--- src/hdl/fbrd_pkg.sv ---
// Shared types, codes and helpers for the raster draw engine.
// Used by every other file of the block but fbrd_checker; depends on nothing.
`timescale 1ns / 1ps
`default_nettype none
package fbrd_pkg;

  localparam int COORD_W = 16;
  localparam int COLOR_W = 16;
  localparam int RAD_W   = 10;
  localparam int OP_W    = 3;

  localparam logic [OP_W-1:0] OP_PLOT = 3'd0;
  localparam logic [OP_W-1:0] OP_READ = 3'd1;
  localparam logic [OP_W-1:0] OP_LINE = 3'd2;
  localparam logic [OP_W-1:0] OP_RECT = 3'd3;
  localparam logic [OP_W-1:0] OP_CIRC = 3'd4;
  localparam logic [OP_W-1:0] OP_DISC = 3'd5;

  localparam logic [COLOR_W-1:0] READ_MISS = 16'hFFFF;

  typedef enum logic [2:0] {
    K_NONE, K_PLOT, K_READ, K_LINE, K_RECT, K_CIRC, K_DISC
  } kind_t;

  typedef struct packed {
    kind_t                kind;
    logic [COORD_W-1:0]   x_a;
    logic [COORD_W-1:0]   y_a;
    logic [COORD_W-1:0]   x_b;
    logic [COORD_W-1:0]   y_b;
    logic [RAD_W-1:0]     radius;
    logic [COLOR_W-1:0]   color;
  } cmd_t;

  typedef enum logic [3:0] {
    B_CLEAR, B_IDLE, B_PLOT, B_RD_ADDR, B_RD_DATA, B_LINE_GO, B_LINE_WAIT,
    B_RECT, B_C_AX, B_C_L0W, B_C_CHECK, B_C_PTS, B_C_LW, B_DONE
  } bstate_t;

  typedef enum logic [1:0] {
    L_IDLE, L_ORDER, L_SETUP, L_RUN
  } lstate_t;

  typedef struct packed {
    logic               start;
    logic [COORD_W-1:0] xs;
    logic [COORD_W-1:0] ys;
    logic [COORD_W-1:0] xe;
    logic [COORD_W-1:0] ye;
  } line_req_t;

  typedef struct packed {
    logic               done;
    logic               rejected;
    logic               pv;
    logic [COORD_W-1:0] px;
    logic [COORD_W-1:0] py;
  } line_rsp_t;

  function automatic logic [COORD_W-1:0] absdiff(input logic [COORD_W-1:0] a,
                                                 input logic [COORD_W-1:0] b);
    return (a > b) ? a - b : b - a;
  endfunction

endpackage
`default_nettype wire

--- src/hdl/fbrd_ifc.sv ---
// Command and result channel interfaces, valid/ready with payload.
// Depends on fbrd_pkg for field widths.
`timescale 1ns / 1ps
`default_nettype none
interface fbrd_cmd_if;
  import fbrd_pkg::*;
  logic               valid;
  logic               ready;
  logic [OP_W-1:0]    operation;
  logic [COORD_W-1:0] x_a;
  logic [COORD_W-1:0] y_a;
  logic [COORD_W-1:0] x_b;
  logic [COORD_W-1:0] y_b;
  logic [RAD_W-1:0]   radius;
  logic [COLOR_W-1:0] color;
  modport source(output valid, operation, x_a, y_a, x_b, y_b, radius, color,
                 input ready);
  modport sink(input valid, operation, x_a, y_a, x_b, y_b, radius, color,
               output ready);
endinterface

`default_nettype wire

--- src/hdl/fbrd_front.sv ---
// Front end: accepts commands, decodes the operation, holds a two-entry queue.
// Depends on fbrd_pkg and fbrd_cmd_if.
`timescale 1ns / 1ps
`default_nettype none
module fbrd_front (
  input  logic          clk,
  input  logic          rst_n,
  fbrd_cmd_if.sink      in_ch,
  input  logic          clearing,
  input  logic          q_pop,
  output logic          q_valid,
  output fbrd_pkg::cmd_t q_cmd
);
  import fbrd_pkg::*;

  cmd_t       q_r [2];
  logic       wp_r, wp_nxt, rp_r, rp_nxt;
  logic [1:0] cnt_r, cnt_nxt;
  logic       push, pop;
  cmd_t       entry;

  function automatic kind_t classify(input logic [OP_W-1:0] op);
    kind_t k;
    case (op)
      OP_PLOT: k = K_PLOT;
      OP_READ: k = K_READ;
      OP_LINE: k = K_LINE;
      OP_RECT: k = K_RECT;
      OP_CIRC: k = K_CIRC;
      OP_DISC: k = K_DISC;
      default: k = K_NONE;
    endcase
    return k;
  endfunction

  assign in_ch.ready = (cnt_r != 2'd2) && !clearing;
  assign push        = in_ch.valid && in_ch.ready;
  assign q_valid     = (cnt_r != 2'd0);
  assign pop         = q_pop && q_valid;
  assign q_cmd       = q_r[rp_r];

  always_comb begin
    entry.kind   = classify(in_ch.operation);
    entry.x_a    = in_ch.x_a;
    entry.y_a    = in_ch.y_a;
    entry.x_b    = in_ch.x_b;
    entry.y_b    = in_ch.y_b;
    entry.radius = in_ch.radius;
    entry.color  = in_ch.color;
    wp_nxt  = push ? ~wp_r : wp_r;
    rp_nxt  = pop ? ~rp_r : rp_r;
    cnt_nxt = cnt_r + {1'b0, push} - {1'b0, pop};
  end

  always_ff @(posedge clk) begin
    if (!rst_n) begin
      wp_r  <= 1'b0;
      rp_r  <= 1'b0;
      cnt_r <= 2'd0;
    end else begin
      wp_r  <= wp_nxt;
      rp_r  <= rp_nxt;
      cnt_r <= cnt_nxt;
    end
  end

  always_ff @(posedge clk) begin
    if (push) begin
      q_r[wp_r] <= entry;
    end
  end
endmodule
`default_nettype wire

--- src/flat_wrapper.sv ---
// flat-port wrapper written by rule: the top's interface ports become plain ports
module fbrd_front_flat import fbrd_pkg::*;
  (clk, rst_n, clearing, q_pop, q_valid, q_cmd, in_ch_valid, in_ch_operation, in_ch_x_a, in_ch_y_a, in_ch_x_b, in_ch_y_b, in_ch_radius, in_ch_color, in_ch_ready);
  fbrd_cmd_if in_ch_i ();
  input  logic clk;
  input  logic rst_n;
  input  logic clearing;
  input  logic q_pop;
  output logic q_valid;
  output fbrd_pkg::cmd_t q_cmd;
  input wire logic [$bits(in_ch_i.valid)-1:0] in_ch_valid;
  input wire logic [$bits(in_ch_i.operation)-1:0] in_ch_operation;
  input wire logic [$bits(in_ch_i.x_a)-1:0] in_ch_x_a;
  input wire logic [$bits(in_ch_i.y_a)-1:0] in_ch_y_a;
  input wire logic [$bits(in_ch_i.x_b)-1:0] in_ch_x_b;
  input wire logic [$bits(in_ch_i.y_b)-1:0] in_ch_y_b;
  input wire logic [$bits(in_ch_i.radius)-1:0] in_ch_radius;
  input wire logic [$bits(in_ch_i.color)-1:0] in_ch_color;
  output wire logic [$bits(in_ch_i.ready)-1:0] in_ch_ready;
  assign in_ch_i.valid = in_ch_valid;
  assign in_ch_i.operation = in_ch_operation;
  assign in_ch_i.x_a = in_ch_x_a;
  assign in_ch_i.y_a = in_ch_y_a;
  assign in_ch_i.x_b = in_ch_x_b;
  assign in_ch_i.y_b = in_ch_y_b;
  assign in_ch_i.radius = in_ch_radius;
  assign in_ch_i.color = in_ch_color;
  assign in_ch_ready = in_ch_i.ready;
  fbrd_front u_core (.clk(clk), .rst_n(rst_n), .in_ch(in_ch_i), .clearing(clearing), .q_pop(q_pop), .q_valid(q_valid), .q_cmd(q_cmd));
endmodule
--- config.mk ---
export PLATFORM = sky130hd
export DESIGN_NAME = fbrd_front_flat
export DESIGN_NICKNAME = d
export VERILOG_FILES = /design/src/hdl/fbrd_pkg.sv /design/src/hdl/fbrd_ifc.sv /design/src/hdl/fbrd_front.sv /design/src/flat_wrapper.sv
export SDC_FILE = /design/constraint.sdc
export NUM_CORES = 1
export LEC_CHECK = 0
export ABC_CLOCK_PERIOD_IN_PS = 7850
export BUFFER_PORTS_ARGS = -buffer_cell sky130_fd_sc_hd__clkbuf_2
export CORE_MARGIN = 5
export CORE_UTILIZATION = 35
export DETAILED_ROUTE_END_ITERATION = 6
export PLACE_DENSITY = 0.65
export SETUP_SLACK_MARGIN = 0.05
export SYNTH_ARGS = -nofsm -noshare
export SYNTH_HDL_FRONTEND = slang
export SYNTH_SLANG_ARGS = --single-unit
--- constraint.sdc ---
create_clock -name clk -period 7.85 [get_ports clk]
set_input_delay 1.57 -clock clk [delete_from_list [all_inputs] [get_ports clk]]
set_output_delay 1.57 -clock clk [all_outputs]
set_load 0.02 [all_outputs]
# --- Word-level counts from Yosys, hierarchy flattened ---
# Memories as Yosys holds them, arrays and structs flattened. A register that Yosys moved wholly into a read port is not among the register bits.
# Cells that the tools add are included.
word_totals:
  regBits: 4
  mem_bits_rw: 186
  input_bits: 98
  output_inout_bits: 95
  word_cells: 25
  n_memories: 1
mem_list:
  columns: ["name", "depth", "word_bits", "read_ports", "rd_ports_with_merged_regs", "write_ports", "line", "rtl"]
  rows:
  - ["u_core.q_r", 2, 93, 1, 1, 1, "fbrd_front.sv:16", "cmd_t q_r [2];"]
classes:
  n_addsub: 2
  n_eq_ne: 6
  n_mux: 5
  bitwise_logic: 2
  reduce_logical: 6
ops:
  columns: ["operator", "count"]
  rows:
  - ["3-bit one-hot mux with 6 select lines", 1]
  - ["3-bit by 2-bit == test with 1-bit output (second input constant)", 2]
  - ["3-bit == test (second input constant)", 2]
  - ["1-bit two-way mux", 4]
  - ["3-bit by 1-bit == test with 1-bit output (second input constant)", 1]
  - ["1-bit logical AND", 3]
  - ["3-bit zero test", 1]
  - ["2-bit by 1-bit adder with 2-bit output", 1]
  - ["2-bit inequality test (second input constant)", 1]
  - ["1-bit inverter", 2]
  - ["2-bit nonzero test", 1]
  - ["2-bit by 1-bit subtractor with 2-bit output", 1]
  - ["1-bit zero test", 1]

# --- Logic depth before layout (Yosys ltp) ---
depth:
  ltp_word: 5
  mapped_depth: 7

# --- Worst setup path before layout ---
# Ideal clock, no wire load.
synth_timing:
  path_type: "input port to flip-flop"
  from: "in clearing"
  to: "mem u_core.q_r[0][0] in the netlist's numbering (enable)"
  setup_time_ns: 0.556
  t_arrival_ns: 5.950
  path_slack_ns: 1.343
  stages: 2
  cell_sequence: "nor3b_4 > nor2b_1"
synth_between:
  elab_chain_cells: 5
synth_rtl:
  columns: ["item", "line", "rtl"]
  rows:
  - ["from (decl)", "flat_wrapper.sv:7", "input logic clearing;"]
  - ["1-bit zero test", "fbrd_front.sv:36", "assign in_ch.ready = (cnt_r != 2'd2) && !clearing;"]
  - ["1-bit logical AND", "fbrd_front.sv:36", null]
  - ["1-bit logical AND", "fbrd_front.sv:37", "assign push = in_ch.valid && in_ch.ready;"]
  - ["1-bit two-way mux", "fbrd_front.sv:68", "if (push) begin"]
  - ["1-bit two-way mux (not written as such)", "fbrd_front.sv:69", "q_r[wp_r] <= entry;"]
  - ["to (decl)", "fbrd_front.sv:16", null]
# No other way between the ends.

==> flow_summary.json <==
{
  "r2r_cells": 5,
  "r2r_slack_ns": 5.30,
  "final_common_cell": "clkbuf_2",
  "fp-row-count": 52,
  "finalHoldViolCount": 0,
  "tritoncts": "yes",
  "cts_buffer_depth": 2,
  "power_frac_comb_pct": 23.3,
  "gp_congestion": 0.761,
  "ctsResizeCount": 0,
  "die_area_um2": 23800,
  "place_area_um2": 8530,
  "power.share.clock_pct": 32.3,
  "cp_cell_sequence": "buf_4, mux2_2, clkbuf_2",
  "p_leak_nw": 3.56,
  "numPortBuffers": 192,
  "routed_wl_um": 13700,
  "critPathTopFamily": "buffers and inverters",
  "wire_per_inst_um": 17.0,
  "viasPerCell": 4.44,
  "cp-end-kind": "output pin",
  "pin_count": 193,
  "min_period_ns": 4.28,
  "grt_first_pass_wirelength_um": 21300,
  "synth.distinct_cells": 23,
  "status": "complete, no violations",
  "fmax_mhz": 234,
  "ys_ff_latch": 191,
  "hold_start": "u_core.rp_r",
  "track_usage_pct": 11.5,
  "drv_slew": 0,
  "postCtsHoldBufs": 0,
  "grt_pass1_vias": 4024,
  "hpwl_um": 9500,
  "coreArea_um2": 20400,
  "setup_violations": 0,
  "firstDrtPassIters": 4,
  "die_w_um": 154,
  "ctsHtreeMaxLevel": 4,
  "min_path_cells": 2,
  "max_stage_delay_ns": 0.87,
  "start_util_pct": 35.8,
  "drive_gt1_share_pct": 60.4,
  "cts.sinks": 191,
  "power.share.sequential_pct": 44.4,
  "drc": 0,
  "r2r-end": "u_core.q_r[0][0]",
  "drv_cap": 0,
  "skew_ns": 0.00643,
  "fin_area_um2": 9170,
  "p_sw_share_pct": 27.8,
  "required_ns": 6.28,
  "numCtsBuffers": 17,
  "drt_iter0_drc": 128,
  "arrival_ns": 2.71,
  "worst_pin_slew_ns": 0.825,
  "hold_path.class": "reg -> reg",
  "relSlewSlack_pct": 45.0,
  "grt_max_degree": 56,
  "seq_area_frac_synth_pct": 78.0,
  "antenna_found_initial": 0,
  "vias": 3599,
  "avgSynthCellArea_um2": 22.6,
  "finalCritPeriodShare_pct": 54.5,
  "cts_root_buf": "clkbuf_16",
  "clk-insertion-delay-late_ns": 0.42,
  "layout.nets": 627,
  "syn_inst": 322,
  "cp_max_fo": 48,
  "synth_nets": 422,
  "cellInternalPower_mw": 2.05,
  "setup.worst_path.start_class": "flip-flop",
  "fin_cells": 810,
  "n_antenna_cell": 0,
  "setup_tns_ns": 0,
  "ant_nets": 0,
  "p_per_area_nw_per_um2": 310,
  "area_growth_pct": 25.8,
  "crit_type": "reg -> out",
  "dieHeight_um": 154,
  "switching_power_mw": 0.788,
  "clkTransAtPathRegs_ns": 0.07,
  "cp_num_buf_inv": 2,
  "reg2reg_from": "u_core.cnt_r[1]",
  "max-vdd-ir-drop_mv": 0.145,
  "post_cts_buffers": 0,
  "synth_area_um2": 7290,
  "placed_cells": 778,
  "crit_path_top_delay_cell": "dfxtp_4",
  "overflow": 0,
  "hold_path_end": "u_core.rp_r",
  "final_cell_mix": "clkbuf_2 (192), edfxtp_1 (186), mux2_4 (70), mux2_2 (23), clkbuf_16 (17)",
  "yosys_warnings": 0,
  "rsz0062_at_grt": "false"
}
worst max path at each step:
stage | startpoint | to | slack, ns | depth (start not counted)
2_1_floorplan | clearing | u_core.q_r[0][0] | 1.34 | 2
3_3_place_gp | flip-flop | q_cmd[18] | 4.00 | 3
3_5_place_dp | flip-flop | q_cmd[16] | 3.95 | 3
4_1_cts | flip-flop | q_cmd[16] | 3.49 | 3
5_1_grt | flip-flop | q_cmd[12] | 3.41 | 3
6_report | flip-flop | q_cmd[18] | 3.57 | 3
synthesized netlist by cell type, drive strengths merged:
cell type  instances  share of area, %
nor3b              1              0.26
dfxtp              5               1.4
edfxtp           186                77
or2                1             0.086
nor3               1             0.069
mux2              93                18
ha                 2              0.34
xor2               1              0.12
xnor2              1              0.12
mux2i              3              0.41
nor2b              2              0.21
and2               3              0.26
a21oi              1             0.069
buf               10               1.3
nor2               4              0.21
nand2b             2              0.17
nand2              2              0.10
o21a               1              0.10
inv                3              0.15
cells by family (layout without fill, tap and decap cells):
kind of cell,count (synthesis),in the layout,synth area share (%)
muxes,96,96,18.4
DFF,191,191,78.0
and+or+nand+nor,16,16,1.36
buffers and inverters,13,231,1.48
adders and majority gates,2,2,0.343
xor gates and xnor gates,2,2,0.240
AOI/OAI and AO/OA,2,2,0.172
metrics by stage:
stage	setup slack [ns]	hold slack [ns]	total power, mW	util (%)
after detailed placement	3.95	0.510	1.96	41.9
after global routing	3.41	0.563	2.96	45.0
after CTS	3.49	0.525	2.88	45.0
after global placement	4.00	0.496	1.95	41.9
after floorplan	1.34	0.451	1.78	-
final	3.57	0.519	2.84	45.0
worst min-delay path: cells and delay by family (launching register included):
| family | cells | cell delay [ns] |
|---|---|---|
| xor gates and xnor gates | 1 | 0.08 |
| DFF | 1 | 0.33 |
| and+or+nand+nor | 1 | 0.07 |
cell type report:
cell class	instances	area, um^2
tap	270	338
multi-input combinational	118	1500
sequential	191	5690
clock buffer	18	429
fill	1740	11200
clock inverter	14	203
timing repair buffer	196	991
inverter	3	11.3
per-layer routing:
| layer | global-route usage (%) | up-vias | share of wire [%] |
|---|---|---|---|
| li1 | - | 1677 | - |
| met1 | 12.8 | 1785 | 39 |
| met2 | 20.2 | 127 | 52 |
| met3 | 4.78 | 10 | 7.9 |
| met4 | 3.32 | 0 | 1.1 |
| met5 | 0 | - | 0 |
state kept, by name (all words and copies together), names as in the netlist, named ones only:
signal / cells
u_core.wp_r: 1
u_core.cnt_r: 2
u_core.rp_r: 1
u_core.q_r: 186
power groups by stage:
stage | clock, mW | combinational [mW] | sequential (mW)
floorplan | 0 | 0.532 | 1.24
global placement | 0 | 0.669 | 1.28
detailed placement | 0 | 0.676 | 1.28
CTS | 0.944 | 0.678 | 1.26
global route | 0.983 | 0.710 | 1.27
finish | 0.918 | 0.662 | 1.26
(Power assumes the default switching activity.)
